[src/hdl/gdd_pkg.sv]
// ----------------------------------------------------------------------------
// gdd_pkg
// Shared types, operation codes and calendar helpers for the date decrementer.
// ----------------------------------------------------------------------------
package gdd_pkg;

    localparam int AMOUNT_W = 16;
    localparam int YEAR_W   = 16;
    localparam int DAY_W    = 5;
    localparam int MONTH_W  = 4;
    localparam int RES_W    = 9;   // year residue modulo 400

    localparam logic [1:0] OP_DAYS   = 2'd0;
    localparam logic [1:0] OP_MONTHS = 2'd1;
    localparam logic [1:0] OP_YEARS  = 2'd2;

    localparam int RES_MOD      = 400;
    // (year + 32768) mod 400 is formed first; this offset recovers year mod 400
    localparam int RES_OFFSET   = (RES_MOD - (32768 % RES_MOD)) % RES_MOD;
    localparam int RES_YEAR_MAX = 32767 % RES_MOD;

    // quotient by 400 as (u * RES_RECIP) >> RES_SHIFT, exact for any 16-bit u
    localparam int RES_RECIP_W = 17;
    localparam int RES_RECIP   = 83887;   // ceil(2**25 / 400)
    localparam int RES_SHIFT   = 25;
    localparam int QUO_W       = 8;       // 65535 / 400 fits in 8 bits

    localparam logic [MONTH_W-1:0] MONTH_JAN = 4'd1;
    localparam logic [MONTH_W-1:0] MONTH_FEB = 4'd2;
    localparam logic [MONTH_W-1:0] MONTH_JUL = 4'd7;
    localparam logic [MONTH_W-1:0] MONTH_DEC = 4'd12;

    localparam logic signed [YEAR_W-1:0] YEAR_MIN = 16'sh8000;
    localparam logic signed [YEAR_W-1:0] YEAR_MAX = 16'sh7FFF;

    typedef struct packed {
        logic load;        // capture an input word
        logic mod_step;    // one stage of the residue reduction
        logic res_fix;     // shift residue to year mod 400
        logic load_month;  // take one month length as the day budget
        logic step;        // one borrow step
        logic commit;      // write the result register
    } t_dp_cmd;

    typedef struct packed {
        logic [1:0] op;
        logic       mod_last;
        logic       rem_zero;
        logic       cnt_zero;
        logic       out_free;
    } t_dp_sts;

    function automatic logic is_leap(input logic [RES_W-1:0] res);
        is_leap = (res == RES_W'(0)) ||
                  ((res[1:0] == 2'b00) && (res != RES_W'(100)) &&
                   (res != RES_W'(200)) && (res != RES_W'(300)));
    endfunction

    function automatic logic [DAY_W-1:0] month_len(input logic [MONTH_W-1:0] m,
                                                   input logic leap);
        if (m == MONTH_FEB) begin
            month_len = leap ? 5'd29 : 5'd28;
        end else if (m <= MONTH_JUL) begin
            month_len = m[0] ? 5'd31 : 5'd30;
        end else begin
            month_len = m[0] ? 5'd30 : 5'd31;
        end
    endfunction

endpackage

[src/hdl/gregorian_date_decrement.sv]
// ----------------------------------------------------------------------------
// gregorian_date_decrement
// Steps a Gregorian date back by a count of days, months or years.
// ----------------------------------------------------------------------------
// Input i_in_valid / o_in_stall takes one word: op, amount and the starting
// date. Output o_out_valid / i_out_stall returns the resulting date, one word
// per input word. One word is worked on at a time; o_in_stall is high from
// acceptance until the result is written to the output register.
// Setup forms year mod 400 by a reciprocal multiply, then a subtract, then an
// offset correction. Day mode then makes one borrow step per month crossed,
// plus one more when the count ends inside a month; month mode takes each
// month of the count as a day budget, then makes its borrow steps. Year mode
// and an unused op skip setup and go straight to the result. The next word is
// taken the cycle after its result is written.
// The result waits in its own register, so the next word is taken while it is
// held; a stalled receiver only holds the block once the next result is ready.
// Reset (synchronous, active low) returns to idle and drops any pending result.
// ----------------------------------------------------------------------------
module gregorian_date_decrement #(
    parameter int COUNT_BITS = 16
) (
    input  logic                                  i_clk,
    input  logic                                  i_rst_n,
    input  logic                                  i_in_valid,
    output logic                                  o_in_stall,
    input  logic [1:0]                            i_op,
    input  logic [gdd_pkg::AMOUNT_W-1:0]          i_amount,
    input  logic [gdd_pkg::DAY_W-1:0]             i_day_in,
    input  logic [gdd_pkg::MONTH_W-1:0]           i_month_in,
    input  logic signed [gdd_pkg::YEAR_W-1:0]     i_year_in,
    output logic                                  o_out_valid,
    input  logic                                  i_out_stall,
    output logic [gdd_pkg::DAY_W-1:0]             o_day_out,
    output logic [gdd_pkg::MONTH_W-1:0]           o_month_out,
    output logic signed [gdd_pkg::YEAR_W-1:0]     o_year_out
);
    import gdd_pkg::*;

    t_dp_cmd cmd;
    t_dp_sts sts;

    // sequencer: decides what the datapath does each cycle
    gdd_ctrl u_ctrl (
        .i_clk      (i_clk),
        .i_rst_n    (i_rst_n),
        .i_in_valid (i_in_valid),
        .i_op       (i_op),
        .i_sts      (sts),
        .o_cmd      (cmd),
        .o_in_stall (o_in_stall)
    );

    // datapath: date, residue, budget and the result register
    gdd_dp #(
        .COUNT_BITS (COUNT_BITS)
    ) u_dp (
        .i_clk       (i_clk),
        .i_rst_n     (i_rst_n),
        .i_cmd       (cmd),
        .o_sts       (sts),
        .i_op        (i_op),
        .i_amount    (i_amount),
        .i_day_in    (i_day_in),
        .i_month_in  (i_month_in),
        .i_year_in   (i_year_in),
        .i_out_stall (i_out_stall),
        .o_out_valid (o_out_valid),
        .o_day_out   (o_day_out),
        .o_month_out (o_month_out),
        .o_year_out  (o_year_out)
    );

    // a taken word closes the input until its result is written
    a_busy_after_accept: assert property (@(posedge i_clk) disable iff (!i_rst_n)
        (i_in_valid && !o_in_stall) |=> o_in_stall)
        else $error("input left open after accepting a word");

    // never overwrite a result the receiver has not taken
    a_commit_free: assert property (@(posedge i_clk) disable iff (!i_rst_n)
        cmd.commit |-> (!o_out_valid || !i_out_stall))
        else $error("result overwritten while stalled");

    // at most one datapath command per cycle
    a_cmd_onehot: assert property (@(posedge i_clk) disable iff (!i_rst_n)
        $onehot0(cmd))
        else $error("conflicting datapath commands");

    // a result appears only after a commit
    a_valid_from_commit: assert property (@(posedge i_clk) disable iff (!i_rst_n)
        $rose(o_out_valid) |-> $past(cmd.commit))
        else $error("result valid without commit");

endmodule

[src/hdl/gdd_dp.sv]
// ----------------------------------------------------------------------------
// gdd_dp
// Date datapath: date registers, year residue, day budget and result register.
// ----------------------------------------------------------------------------
module gdd_dp #(
    parameter int COUNT_BITS = 16
) (
    input  logic                                  i_clk,
    input  logic                                  i_rst_n,
    input  gdd_pkg::t_dp_cmd                      i_cmd,
    output gdd_pkg::t_dp_sts                      o_sts,
    input  logic [1:0]                            i_op,
    input  logic [gdd_pkg::AMOUNT_W-1:0]          i_amount,
    input  logic [gdd_pkg::DAY_W-1:0]             i_day_in,
    input  logic [gdd_pkg::MONTH_W-1:0]           i_month_in,
    input  logic signed [gdd_pkg::YEAR_W-1:0]     i_year_in,
    input  logic                                  i_out_stall,
    output logic                                  o_out_valid,
    output logic [gdd_pkg::DAY_W-1:0]             o_day_out,
    output logic [gdd_pkg::MONTH_W-1:0]           o_month_out,
    output logic signed [gdd_pkg::YEAR_W-1:0]     o_year_out
);
    import gdd_pkg::*;

    localparam int CW = (COUNT_BITS < AMOUNT_W) ? COUNT_BITS : AMOUNT_W;
    localparam int NW = (CW > DAY_W) ? CW : DAY_W;
    localparam int PW = YEAR_W + RES_RECIP_W;

    logic [1:0]               r_op;
    logic [CW-1:0]            r_cnt,   n_cnt;
    logic [NW-1:0]            r_rem,   n_rem;
    logic [DAY_W-1:0]         r_day,   n_day;
    logic [MONTH_W-1:0]       r_month, n_month;
    logic signed [YEAR_W-1:0] r_year,  n_year;
    logic [RES_W-1:0]         r_res,   n_res;
    logic [YEAR_W-1:0]        r_year_u;
    logic [QUO_W-1:0]         r_quo;
    logic                     r_mod_ph;
    logic                     r_out_valid;
    logic [DAY_W-1:0]         r_day_out;
    logic [MONTH_W-1:0]       r_month_out;
    logic signed [YEAR_W-1:0] r_year_out;

    logic                     work_mode;
    logic [DAY_W-1:0]         day_norm;
    logic [MONTH_W-1:0]       month_norm;
    logic [PW-1:0]            quo_prod;
    logic [YEAR_W-1:0]        quo_x400;
    logic [RES_W:0]           fix_sum;

    assign work_mode  = (i_op == OP_DAYS) || (i_op == OP_MONTHS);
    assign day_norm   = (i_day_in == '0) ? DAY_W'(1) : i_day_in;
    assign month_norm = (i_month_in == '0)      ? MONTH_JAN :
                        (i_month_in > MONTH_DEC) ? MONTH_DEC : i_month_in;
    assign quo_prod   = PW'(r_year_u) * PW'(RES_RECIP);
    assign quo_x400   = YEAR_W'(r_quo) * YEAR_W'(RES_MOD);
    assign fix_sum    = (RES_W+1)'(r_res) + (RES_W+1)'(RES_OFFSET);

    always_comb begin
        n_cnt   = r_cnt;
        n_rem   = r_rem;
        n_day   = r_day;
        n_month = r_month;
        n_year  = r_year;
        n_res   = r_res;
        if (i_cmd.load) begin
            n_cnt   = i_amount[CW-1:0];
            n_rem   = NW'(i_amount[CW-1:0]);
            n_day   = work_mode ? day_norm : i_day_in;
            n_month = work_mode ? month_norm : i_month_in;
            n_year  = i_year_in;
            n_res   = '0;
        end else if (i_cmd.mod_step) begin
            // second stage: remainder from the registered quotient
            if (r_mod_ph) begin
                n_res = RES_W'(r_year_u - quo_x400);
            end
        end else if (i_cmd.res_fix) begin
            n_res = (fix_sum >= (RES_W+1)'(RES_MOD)) ?
                    RES_W'(fix_sum - (RES_W+1)'(RES_MOD)) : RES_W'(fix_sum);
        end else if (i_cmd.load_month) begin
            n_rem = NW'(month_len(r_month, is_leap(r_res)));
            n_cnt = r_cnt - CW'(1);
        end else if (i_cmd.step) begin
            if (NW'(r_day) > r_rem) begin
                // budget ends inside this month
                n_day = r_day - r_rem[DAY_W-1:0];
                n_rem = '0;
            end else begin
                // spend the whole month and borrow from the one before
                n_rem = r_rem - NW'(r_day);
                if (r_month <= MONTH_JAN) begin
                    n_month = MONTH_DEC;
                    if (r_year == YEAR_MIN) begin
                        n_year = YEAR_MAX;
                        n_res  = RES_W'(RES_YEAR_MAX);
                    end else begin
                        n_year = r_year - YEAR_W'(1);
                        n_res  = (r_res == '0) ? RES_W'(RES_MOD - 1) : r_res - RES_W'(1);
                    end
                end else begin
                    n_month = r_month - MONTH_W'(1);
                end
                n_day = month_len(n_month, is_leap(n_res));
            end
        end
    end

    always_ff @(posedge i_clk) begin
        r_cnt   <= n_cnt;
        r_rem   <= n_rem;
        r_day   <= n_day;
        r_month <= n_month;
        r_year  <= n_year;
        r_res   <= n_res;
        if (i_cmd.load) begin
            r_op     <= i_op;
            r_year_u <= i_year_in ^ YEAR_MIN;
            r_mod_ph <= 1'b0;
        end else if (i_cmd.mod_step) begin
            r_quo    <= quo_prod[RES_SHIFT +: QUO_W];
            r_mod_ph <= 1'b1;
        end
        if (i_cmd.commit) begin
            r_day_out   <= r_day;
            r_month_out <= r_month;
            r_year_out  <= (r_op == OP_YEARS) ? r_year - YEAR_W'(r_cnt) : r_year;
        end
    end

    always_ff @(posedge i_clk) begin
        if (!i_rst_n) begin
            r_out_valid <= 1'b0;
        end else if (i_cmd.commit) begin
            r_out_valid <= 1'b1;
        end else if (!i_out_stall) begin
            r_out_valid <= 1'b0;
        end
    end

    assign o_sts.op       = r_op;
    assign o_sts.mod_last = r_mod_ph;
    assign o_sts.rem_zero = (r_rem == '0);
    assign o_sts.cnt_zero = (r_cnt == '0);
    assign o_sts.out_free = !r_out_valid || !i_out_stall;

    assign o_out_valid = r_out_valid;
    assign o_day_out   = r_day_out;
    assign o_month_out = r_month_out;
    assign o_year_out  = r_year_out;

endmodule

[src/hdl/gdd_ctrl.sv]
// ----------------------------------------------------------------------------
// gdd_ctrl
// Sequencer for the date decrementer: setup, borrow loop and result hand-off.
// ----------------------------------------------------------------------------
module gdd_ctrl (
    input  logic             i_clk,
    input  logic             i_rst_n,
    input  logic             i_in_valid,
    input  logic [1:0]       i_op,
    input  gdd_pkg::t_dp_sts i_sts,
    output gdd_pkg::t_dp_cmd o_cmd,
    output logic             o_in_stall
);
    import gdd_pkg::*;

    localparam logic [2:0] S_IDLE  = 3'd0;
    localparam logic [2:0] S_MOD   = 3'd1;
    localparam logic [2:0] S_FIX   = 3'd2;
    localparam logic [2:0] S_NEXTM = 3'd3;
    localparam logic [2:0] S_STEP  = 3'd4;
    localparam logic [2:0] S_DONE  = 3'd5;

    logic [2:0] r_state, n_state;

    always_comb begin
        n_state = r_state;
        o_cmd   = '0;
        unique case (r_state)
            S_IDLE: begin
                if (i_in_valid) begin
                    o_cmd.load = 1'b1;
                    n_state = ((i_op == OP_DAYS) || (i_op == OP_MONTHS)) ? S_MOD : S_DONE;
                end
            end
            S_MOD: begin
                o_cmd.mod_step = 1'b1;
                if (i_sts.mod_last) begin
                    n_state = S_FIX;
                end
            end
            S_FIX: begin
                o_cmd.res_fix = 1'b1;
                n_state = (i_sts.op == OP_DAYS) ? S_STEP : S_NEXTM;
            end
            S_NEXTM: begin
                if (i_sts.cnt_zero) begin
                    n_state = S_DONE;
                end else begin
                    o_cmd.load_month = 1'b1;
                    n_state = S_STEP;
                end
            end
            S_STEP: begin
                if (i_sts.rem_zero) begin
                    n_state = (i_sts.op == OP_DAYS) ? S_DONE : S_NEXTM;
                end else begin
                    o_cmd.step = 1'b1;
                end
            end
            S_DONE: begin
                if (i_sts.out_free) begin
                    o_cmd.commit = 1'b1;
                    n_state = S_IDLE;
                end
            end
            default: begin
                n_state = S_IDLE;
            end
        endcase
    end

    always_ff @(posedge i_clk) begin
        if (!i_rst_n) begin
            r_state <= S_IDLE;
        end else begin
            r_state <= n_state;
        end
    end

    assign o_in_stall = (r_state != S_IDLE);

endmodule

[config.mk]
export PLATFORM = sky130hd
export DESIGN_NAME = gregorian_date_decrement
export DESIGN_NICKNAME = d
export VERILOG_FILES = /design/src/hdl/gdd_pkg.sv /design/src/hdl/gregorian_date_decrement.sv /design/src/hdl/gdd_dp.sv /design/src/hdl/gdd_ctrl.sv
export SDC_FILE = /design/constraint.sdc
export NUM_CORES = 1
export LEC_CHECK = 0
export BUFFER_PORTS_ARGS = -buffer_cell sky130_fd_sc_hd__buf_2
export CORE_MARGIN = 2
export CORE_UTILIZATION = 60
export CTS_CLUSTER_SIZE = 8
export DETAILED_ROUTE_END_ITERATION = 8
export PLACE_DENSITY = 0.79
export RECOVER_POWER = 100
export REMOVE_ABC_BUFFERS = 1
export SYNTH_ARGS = -nofsm -noshare
export SYNTH_HDL_FRONTEND = slang
export SYNTH_SLANG_ARGS = --single-unit
[constraint.sdc]
create_clock -name i_clk -period 9.1 [get_ports i_clk]
set_input_delay 0.91 -clock i_clk [delete_from_list [all_inputs] [get_ports i_clk]]
set_output_delay 0.91 -clock i_clk [all_outputs]
set_load 0.1 [all_outputs]
### After elaboration in Yosys (flattened, before gate mapping)

Cells that the tools add are included.

| operators by class | value |
|---|---|
| $lt $le $gt $ge | 6 |
| shifts and indexed selects | 0 |
| equal/unequal tests | 28 |
| $add $sub $neg | 10 |
| reductions and logical operators | 37 |
| bitwise gates (word level) | 2 |
| multiplexer cells | 90 |
| divide/modulo/power cells | 0 |
| multiply operators | 2 |

Operator list:

| cell | number |
|---|---|
| 16-bit 2-to-1 mux | 19 |
| 9-bit 2-to-1 mux | 16 |
| 4-bit 2-to-1 mux | 16 |
| 5-bit 2-to-1 mux | 12 |
| 16-bit by 17-bit multiplier with 33-bit output (second input constant) | 1 |
| 16-bit zero test | 2 |
| 3-bit 2-to-1 mux | 7 |
| 1-bit 2-to-1 mux | 19 |
| 9-bit zero test | 2 |
| 9-bit by 7-bit inequality test with 1-bit output (second input constant) | 2 |
| 9-bit by 8-bit inequality test with 1-bit output (second input constant) | 2 |
| 9-bit inequality test (second input constant) | 2 |
| 3-bit one-hot mux with 6 select lines | 1 |
| 16-bit equality test (second input constant) | 1 |
| 5-bit by 16-bit greater-than comparator with 1-bit output | 1 |
| 16-bit by 1-bit subtractor with 16-bit output (second input constant) | 1 |
| 16-bit subtractor | 1 |
| 16-bit by 2-bit subtractor with 16-bit output (second input constant) | 1 |
| 16-bit by 5-bit subtractor with 16-bit output | 1 |
| 2-bit by 1-bit inequality test with 1-bit output (second input constant) | 6 |
| 4-bit AND reduction | 3 |
| 9-bit by 6-bit adder with 10-bit output (second input constant) | 1 |
| 10-bit by 9-bit >= comparator with 1-bit output (second input constant) | 1 |
| 3-bit nonzero test | 3 |
| 31 further kinds | 54 |

| storage, ports and cells | value |
|---|---|
| RAM bits | 0 |
| register bits | 122 |
| memory bits (read-only) | 0 |
| memories | 0 |
| latch bits | 0 |

### Depth between registers and ports, before layout

Gate-level depths: netlist of the first run.

| logic depth | value |
|---|---|
| word-level depth | 23 |
| gate-level depth with buffers | 21 |
| gate-level depth less buffers | 21 |

### Hierarchy

Synthesis of the first run repeated with hierarchy kept, for this count alone.

| second synthesis, totals | value |
|---|---|
| cells, all modules | 1,248 |
| area total of the unflattened synthesis | 12,162.9 sq um |

Modules (own cells, without submodules):

| module | area each (sq um) | cells an instance | times used |
|---|---|---|---|
| gdd_dp | 11,833.8 | 1,212 | 1 |
| gdd_ctrl | 329.1 | 36 | 1 |

### Worst setup path before layout of the first run

OpenSTA, ideal clock, no wires.

| path | value |
|---|---|
| path type | register -> register |
| start point | register u_dp.r_year_u[13] |
| end point | register u_dp.r_quo[4] (data pin) |
| cell stages (with the launch flop) | 20 |
| data required time | 8,840 ps |
| arrival | 5,256 ps |
| path slack | 3,584 ps |
| buffers on the path | 0 |
| clock period less this slack | 5,516 ps |
| cell sequence | edfxtp_1 fa_1 inv_1 fa_1 inv_1 fa_1 fa_1 fa_1 inv_1 fa_1 inv_1 ha_1 nand4_1 nor2_1 o31ai_1 nand4_1 a221oi_1 a21oi_1 a21oi_1 xnor2_1 |

| between the ends | value |
|---|---|
| longest elaborated chain between the ends | 1 |

RTL lines:

| element | line | text |
|---|---|---|
| from (decl) | gdd_dp.sv:36 | `logic [YEAR_W-1:0] r_year_u;` |
| from (signal assigned) | gdd_dp.sv:118 | `r_year_u <= i_year_in ^ YEAR_MIN;` |
| 16-bit by 17-bit multiplier with 33-bit output | gdd_dp.sv:55 | `assign quo_prod = PW'(r_year_u) * PW'(RES_RECIP);` |
| net u_dp.quo_prod[29] | gdd_dp.sv:47 | `logic [PW-1:0] quo_prod;` |
| to (signal assigned) | gdd_dp.sv:121 | `r_quo <= quo_prod[RES_SHIFT +: QUO_W];` |
| to (decl) | gdd_dp.sv:37 | `logic [QUO_W-1:0] r_quo;` |

The timed path passes the listed nets, and every way through them passes these cells.
A chain may end at the register's enable or synchronous reset.

### Worst setup path in the final report of the first run

Same ends and word-level chain as after synthesis.

==> results.sh, run 1 <==
export IMPL_run_status="finished with violations"
export IMPL_violated_checks="max-capacitance violations, max-slew violations"
export IMPL_crit_path_start_kind="register"
export IMPL_final_setup_viol_count=0
export IMPL_cts_repair_resize_count=0
export IMPL_die_w_um=144
export IMPL_hp_class="reg -> reg"
export IMPL_period_share=0.663
export IMPL_final_hold_violation_count=0
export IMPL_achievable_frequency_ghz=0.166
export IMPL_ff_latch_area_um2=3430
export IMPL_antenna_violating_nets_post_route=0
export IMPL_worst_setup_path_type="reg -> reg"
export IMPL_synth_enable_flop_cells=105
export IMPL_initial_utilization=0.609
export IMPL_place_port_buffers=73
export IMPL_ys_warn_count=0
export IMPL_ctsLongestPathBuffers=2
export IMPL_ys_flop_type="sky130_fd_sc_hd__edfxtp_1"
export IMPL_layout_setup_ws_ns=3.07
export IMPL_required_ns=9.26
export IMPL_dp_hpwl_um=21300
export IMPL_layout_min_cycle_time_ns=6.03
export IMPL_clock_tree_htree_level_count=4
export IMPL_design_final_nets=1574
export IMPL_clock_root_buffer="sky130_fd_sc_hd__clkbuf_16"
export IMPL_timing_clock_skew_ns=0.00987
export IMPL_layout_filler_cells=1518
export IMPL_fraction_of_synthesis_flops_using_an_asynchronous_set_or_reset_pin=0
export IMPL_grt_antenna_before_repair=2
export IMPL_post_cts_repair_setup_buffers=0
export IMPL_fp_coreArea_um2=19300
export IMPL_clkSinkCount=119
export IMPL_drt_total_wl_um=27300
export IMPL_crit_path_end="u_dp.r_quo[4]$_DFFE_PP_"
export IMPL_slew_limit_headroom=-1.26
export IMPL_crit_arrival_ns=6.19
export IMPL_globalRoute_totalOverflow=0
export IMPL_grt_pass1_vias=9024
export IMPL_finalWeightedCongestion=0.929
export IMPL_max_cap_viol_count=3
export IMPL_cells_after_synthesis=1190
export IMPL_route_detailed_wl_per_inst_um=17.7
export IMPL_ff2ff_path_depth=19
export IMPL_die_area_um2=20800
export IMPL_area_growth_pct=9.79
export IMPL_ff2ff_setup_slack_ns=3.07
export IMPL_ys_ff_latch=119
export IMPL_first_pass_iters=6
export IMPL_critPathMaxFanout=5
export IMPL_drive_gt1_frac=0.0564
export IMPL_postCtsHoldBufs=0
export IMPL_cts_clk_slew_worst_paths_ns=0.06
export IMPL_netlist_area_before_placement_um2=11800
export IMPL_holdWs_ns=0.460
export IMPL_timing_rr_start="u_dp.r_year_u[13]$_DFFE_PP_"
export IMPL_groute_usage_overall=0.280
export IMPL_floorplan_die_height_um=144
export IMPL_syn_avg_cell_area_um2=9.89
export IMPL_r2r_end="u_dp.r_quo[4]$_DFFE_PP_"
export IMPL_synth_yosys_seq_area_share=0.292
export IMPL_cp_end_kind="register"
export IMPL_timing_worst_slew_pin_value_ns=3.39
export IMPL_final_max_slew_viol_count=145
export IMPL_drc=0
export IMPL_clock_tree_from_tritoncts="built"
export IMPL_detailedRoute_firstIterationViolations=550
export IMPL_io_pins=74
export IMPL_tritoncts_num_buffers=17
export IMPL_worstSetupStartpoint="u_dp.r_year_u[13]$_DFFE_PP_"
export IMPL_first_pass_grt_wire_length_um=44600
export IMPL_detailroute_via_count=8815
export IMPL_preCtsSetupSlack_ns=3.02
export IMPL_insertion_delay_ns=0.43
export IMPL_yosysUniqueCellTypes=63
export IMPL_rows=51
export IMPL_rsz0062_at_grt="no"
export IMPL_accumulated_negative_setup_slack_ns=0
export IMPL_largest_net_degree_at_the_start_of_global_routing=72
export IMPL_post_drt_via_cell_ratio=5.72
export IMPL_multi_input_area_um2=7430
==> cell usage in the layout, fill, tap and decap left out, types with 15 or more instances in the layout <==
cell type / synthesis / final
sky130_fd_sc_hd__xnor2_1: 49 / 49
sky130_fd_sc_hd__nand3_1: 18 / 18
sky130_fd_sc_hd__clkbuf_1: 19 / 47
sky130_fd_sc_hd__buf_2: 0 / 32
sky130_fd_sc_hd__edfxtp_1: 105 / 105
sky130_fd_sc_hd__nand2_1: 73 / 73
sky130_fd_sc_hd__nor2_1: 62 / 62
sky130_fd_sc_hd__ha_1: 163 / 163
sky130_fd_sc_hd__xor2_1: 26 / 26
sky130_fd_sc_hd__a21oi_1: 46 / 46
sky130_fd_sc_hd__clkbuf_16: 0 / 17
sky130_fd_sc_hd__nor3_1: 21 / 21
sky130_fd_sc_hd__a31oi_1: 19 / 19
sky130_fd_sc_hd__fa_1: 100 / 100
sky130_fd_sc_hd__inv_1: 218 / 218
sky130_fd_sc_hd__nand2b_1: 15 / 15
sky130_fd_sc_hd__o21ai_0: 82 / 83
==> cells by family (layout without fill, tap and decap cells) <==
family / after synthesis / in the layout / synth area share
AO/OA/AOI/OAI: 220 / 220 / 0.113
buffers and inverters: 243 / 329 / 0.0775
multiplexers: 6 / 6 / 0.00521
XOR/XNOR: 75 / 75 / 0.0558
other: 0 / 1 / 0
adder cells (fa/ha/maj): 263 / 263 / 0.343
flip-flops: 119 / 119 / 0.292
AND/OR/NAND/NOR: 264 / 264 / 0.113
==> through the flow <==
step,instances,instance area (µm²),utilization
2_1_floorplan,1167,11700,-
3_3_place_gp,1510,12400,0.643
3_5_place_dp,1510,12400,0.643
4_1_cts,1541,13000,0.672
5_1_grt,1542,12900,0.669
6_report,1542,12900,0.669
==> how the worst min path moves through the flow <==
| stage | startpoint | endpoint | cells after the start |
|---|---|---|---|
| after floorplan | u_dp.r_day[4]$_DFFE_PP_ | u_dp.o_day_out[4]$_DFFE_PP_ | 0 |
| after global placement | u_dp.r_day[4]$_DFFE_PP_ | u_dp.o_day_out[4]$_DFFE_PP_ | 0 |
| after detailed placement | u_dp.r_day[4]$_DFFE_PP_ | u_dp.o_day_out[4]$_DFFE_PP_ | 0 |
| after CTS | u_dp.r_day[4]$_DFFE_PP_ | u_dp.o_day_out[4]$_DFFE_PP_ | 0 |
| after global routing | u_dp.r_day[4]$_DFFE_PP_ | u_dp.o_day_out[4]$_DFFE_PP_ | 0 |
| final | u_dp.r_day[4]$_DFFE_PP_ | u_dp.o_day_out[4]$_DFFE_PP_ | 0 |
==> flip-flops by register name, indices dropped and copies added, names as in the netlist <==
register / cells
u_ctrl.r_state: 3
u_dp.o_day_out: 5
u_dp.o_month_out: 4
u_dp.o_out_valid: 1
u_dp.o_year_out: 16
u_dp.r_cnt: 16
u_dp.r_day: 5
u_dp.r_mod_ph: 1
u_dp.r_month: 4
u_dp.r_op: 2
u_dp.r_quo: 5
u_dp.r_rem: 16
u_dp.r_res: 9
u_dp.r_year: 16
u_dp.r_year_u: 16
==> cell type report <==
class | count | area share
Clock buffer | 19 | 0.0335
Antenna cell | 1 | 0.000194
Multi-Input combinational cell | 828 | 0.575
Sequential cell | 119 | 0.266
Tap cell | 265 | 0.0257
Inverter | 220 | 0.0639
Clock inverter | 12 | 0.0105
Timing Repair Buffer | 78 | 0.0260
==> critical path, stage by stage, from the launching register on <==
cell and delay (ns):
sky130_fd_sc_hd__edfxtp_1 0.49, sky130_fd_sc_hd__fa_1 0.60, sky130_fd_sc_hd__inv_1 0.11, sky130_fd_sc_hd__fa_1 0.53
sky130_fd_sc_hd__inv_1 0.06, sky130_fd_sc_hd__fa_1 0.50, sky130_fd_sc_hd__fa_1 0.53, sky130_fd_sc_hd__fa_1 0.54
sky130_fd_sc_hd__inv_1 0.05, sky130_fd_sc_hd__fa_1 0.52, sky130_fd_sc_hd__inv_1 0.04, sky130_fd_sc_hd__ha_1 0.29
sky130_fd_sc_hd__nand4_1 0.14, sky130_fd_sc_hd__nor2_1 0.06, sky130_fd_sc_hd__o31ai_1 0.21, sky130_fd_sc_hd__nand4_1 0.25
sky130_fd_sc_hd__a221oi_1 0.40, sky130_fd_sc_hd__a21oi_1 0.16, sky130_fd_sc_hd__a21oi_1 0.20, sky130_fd_sc_hd__xnor2_1 0.09
==> cells in the mapped netlist, types with 21 or more instances <==
cell type	n	area [µm²]
sky130_fd_sc_hd__a21oi_1	46	230
sky130_fd_sc_hd__xnor2_1	49	429
sky130_fd_sc_hd__o21ai_0	82	410
sky130_fd_sc_hd__ha_1	163	2040
sky130_fd_sc_hd__nor2_1	62	233
sky130_fd_sc_hd__nor3_1	21	105
sky130_fd_sc_hd__fa_1	100	2000
sky130_fd_sc_hd__xor2_1	26	228
sky130_fd_sc_hd__nand2_1	73	274
sky130_fd_sc_hd__inv_1	218	818
sky130_fd_sc_hd__edfxtp_1	105	3150
==> routing by layer <==
| layer | track usage | wire length, µm |
|---|---|---|
| met1 | 0.350 | 11100 |
| met2 | 0.485 | 13900 |
| met3 | 0.0454 | 1440 |
| met4 | 0.118 | 934 |
| met5 | 0 | 7 |
Power of run 1 is not shown: default switching activity piles up to over one toggle a cycle in this logic, so the estimate is an artifact.
==> run 2: changes to the inputs <==
CORE_UTILIZATION = 57   (was 60)
clock period = 4.85 ns   (was 9.1 ns; I/O delays follow)
==> results.sh, run 2 (synthesis gave the netlist of run 1 again) <==
export IMPL_run_status="finished with violations"
export IMPL_violated_checks="max-capacitance violations, max-slew violations, negative setup slack"
export IMPL_rsz0062_at_grt="yes"
export IMPL_hp_class="in -> reg"
export IMPL_multi_input_area_um2=7530
export IMPL_crit_path_start_kind="register"
export IMPL_ff2ff_setup_slack_ns=-0.82
export IMPL_worst_setup_path_type="reg -> reg"
export IMPL_ctsLongestPathBuffers=2
export IMPL_period_share=1.17
export IMPL_tritoncts_num_buffers=17
export IMPL_cts_clk_slew_worst_paths_ns=0.07
export IMPL_ff2ff_path_depth=20
export IMPL_initial_utilization=0.582
export IMPL_clock_tree_from_tritoncts="built"
export IMPL_die_w_um=148
export IMPL_cp_end_kind="register"
export IMPL_number_of_instances_in_the_placed_design=1575
export IMPL_detailedRoute_firstIterationViolations=650
export IMPL_grt_antenna_before_repair=0
export IMPL_place_port_buffers=73
export IMPL_crit_arrival_ns=5.83
export IMPL_drt_total_wl_um=28800
export IMPL_placed_cell_area_um2=12900
export IMPL_antenna_violating_nets_post_route=0
export IMPL_final_max_slew_viol_count=145
export IMPL_area_growth_pct=15.3
export IMPL_route_detailed_wl_per_inst_um=17.8
export IMPL_timing_hold_worst_start="i_op[0]"
export IMPL_timing_critical_path_cells="fa_2, inv_2, fa_2, inv_2, fa_1, fa_2, fa_1, inv_2, fa_1, inv_1, ha_4, a21oi_2, nor2_1, o31ai_1, nand4_1, a221oi_2, buf_4, a21oi_2, a21oi_2, xnor2_1"
export IMPL_crit_path_end="u_dp.r_quo[4]$_DFFE_PP_"
export IMPL_max_cap_viol_count=3
export IMPL_fp_coreArea_um2=20200
export IMPL_drc=0
export IMPL_preCtsSetupSlack_ns=-1.04
export IMPL_groute_usage_overall=0.276
export IMPL_timing_rr_start="u_dp.r_year_u[5]$_DFFE_PP_"
export IMPL_top_library_cells_by_usage_in_the_layout_fill_and_taps_aside="sky130_fd_sc_hd__inv_1, sky130_fd_sc_hd__ha_1, sky130_fd_sc_hd__edfxtp_1"
export IMPL_timing_clock_skew_ns=0.0119
export IMPL_critPathMaxFanout=4
export IMPL_rows=52
export IMPL_worstSetupStartpoint="u_dp.r_year_u[5]$_DFFE_PP_"
export IMPL_clock_root_buffer="sky130_fd_sc_hd__clkbuf_16"
export IMPL_post_drt_via_cell_ratio=5.75
export IMPL_insertion_delay_ns=0.43
export IMPL_critical_path_slowest_cell="sky130_fd_sc_hd__fa_2"
export IMPL_timing_worst_slew_pin_value_ns=2.10
export IMPL_cp_buffers_inverters=5
export IMPL_drive_gt1_frac=0.130
export IMPL_design_final_nets=1642
export IMPL_dp_hpwl_um=22200
export IMPL_achievable_frequency_ghz=0.176
export IMPL_instances_no_fill=1615
export IMPL_postCtsHoldBufs=0
export IMPL_layout_min_cycle_time_ns=5.67
export IMPL_crit_path_max_incr_delay_ns=0.62
export IMPL_globalRoute_totalOverflow=0
export IMPL_final_setup_viol_count=5
export IMPL_final_hold_violation_count=0
export IMPL_required_ns=5.02
export IMPL_finalWeightedCongestion=0.915
export IMPL_clock_tree_htree_level_count=4
export IMPL_layout_cell_area_non_filler_um2=13600
export IMPL_layout_filler_cells=1481
export IMPL_most_frequent_standard_cell_in_the_layout_excluding_fill_and_tap_cells="sky130_fd_sc_hd__inv_1"
export IMPL_slew_limit_headroom=-0.401
export IMPL_grt_pass1_vias=9617
export IMPL_cp_depth=20
export IMPL_first_pass_iters=6
export IMPL_clkSinkCount=119
export IMPL_die_area_um2=21800
export IMPL_floorplan_die_height_um=148
export IMPL_io_pins=74
export IMPL_ff_latch_area_um2=3430
export IMPL_antenna_cells=0
export IMPL_detailroute_via_count=9282
export IMPL_largest_net_degree_at_the_start_of_global_routing=72
export IMPL_worst_path_dominant_cell_family="adder cells"
export IMPL_layout_setup_ws_ns=-0.818
export IMPL_first_pass_grt_wire_length_um=47500
export IMPL_r2r_end="u_dp.r_quo[4]$_DFFE_PP_"
-- run 2: changes by cell type in the layout (fill, tap and decap cells not counted), sizes merged --
cell | previous run | this run
inv | 218 | 224
diode | 1 | 0
buf | 33 | 99
bufinv | 3 | 2
clkinv | 9 | 7
-- run 2: cell type report --
class,instances,share of cell area
Tap cell,270,0.0249
Inverter,220,0.0609
Clock inverter,15,0.0124
Timing Repair Buffer,146,0.0626
Sequential cell,119,0.253
Clock buffer,17,0.0313
Multi-Input combinational cell,828,0.555
-- run 2: routing by layer --
metal | wire length, µm | track usage
met2 | 14500 | 0.486
met1 | 11500 | 0.340
met5 | 0 | 0
met3 | 1590 | 0.0373
met4 | 1190 | 0.119
-- run 2: how the worst min path moves through the flow --
stage                                   to  slack (ns)  depth (start not counted)
3_5_place_dp   u_dp.o_day_out[4]$_DFFE_PP_        0.44                          0
2_1_floorplan  u_dp.o_day_out[4]$_DFFE_PP_        0.43                          0
4_1_cts             u_dp.r_op[0]$_DFFE_PP_        0.23                          1
6_report            u_dp.r_op[0]$_DFFE_PP_        0.23                          1
5_1_grt             u_dp.r_op[0]$_DFFE_PP_        0.23                          1
3_3_place_gp   u_dp.o_day_out[4]$_DFFE_PP_        0.44                          0
-- run 2: per-stage QoR --
stage	TNS, ns	hold slack (ns)	utilization
4_1_cts	-3.35	0.228	0.673
5_1_grt	-4.67	0.226	0.671
3_5_place_dp	-4.49	0.443	0.637
3_3_place_gp	-3.77	0.440	0.637
6_report	-3.54	0.231	0.671
2_1_floorplan	-2.78	0.426	-
-- run 2: timing repair --
item / CTS / global route
setup buffers: 5 / 4
endpoints found under the setup margin: 5 / 5
pin swaps: 44 / 14
gates resized for setup: 33 / 0
-- run 2: worst reg2reg max path, cell delays in order, from the launching register on --
cell                       delay (ns)
sky130_fd_sc_hd__edfxtp_1        0.50
sky130_fd_sc_hd__fa_2            0.62
sky130_fd_sc_hd__inv_2           0.06
sky130_fd_sc_hd__fa_2            0.53
sky130_fd_sc_hd__inv_2           0.04
sky130_fd_sc_hd__fa_1            0.50
sky130_fd_sc_hd__fa_2            0.45
sky130_fd_sc_hd__fa_1            0.51
sky130_fd_sc_hd__inv_2           0.04
sky130_fd_sc_hd__fa_1            0.36
sky130_fd_sc_hd__inv_1           0.11
sky130_fd_sc_hd__ha_4            0.22
sky130_fd_sc_hd__a21oi_2         0.13
sky130_fd_sc_hd__nor2_1          0.06
sky130_fd_sc_hd__o31ai_1         0.24
sky130_fd_sc_hd__nand4_1         0.24
sky130_fd_sc_hd__a221oi_2        0.37
sky130_fd_sc_hd__buf_4           0.18
sky130_fd_sc_hd__a21oi_2         0.06
sky130_fd_sc_hd__a21oi_2         0.16
sky130_fd_sc_hd__xnor2_1         0.07
Power of run 2 is left out for the same reason.
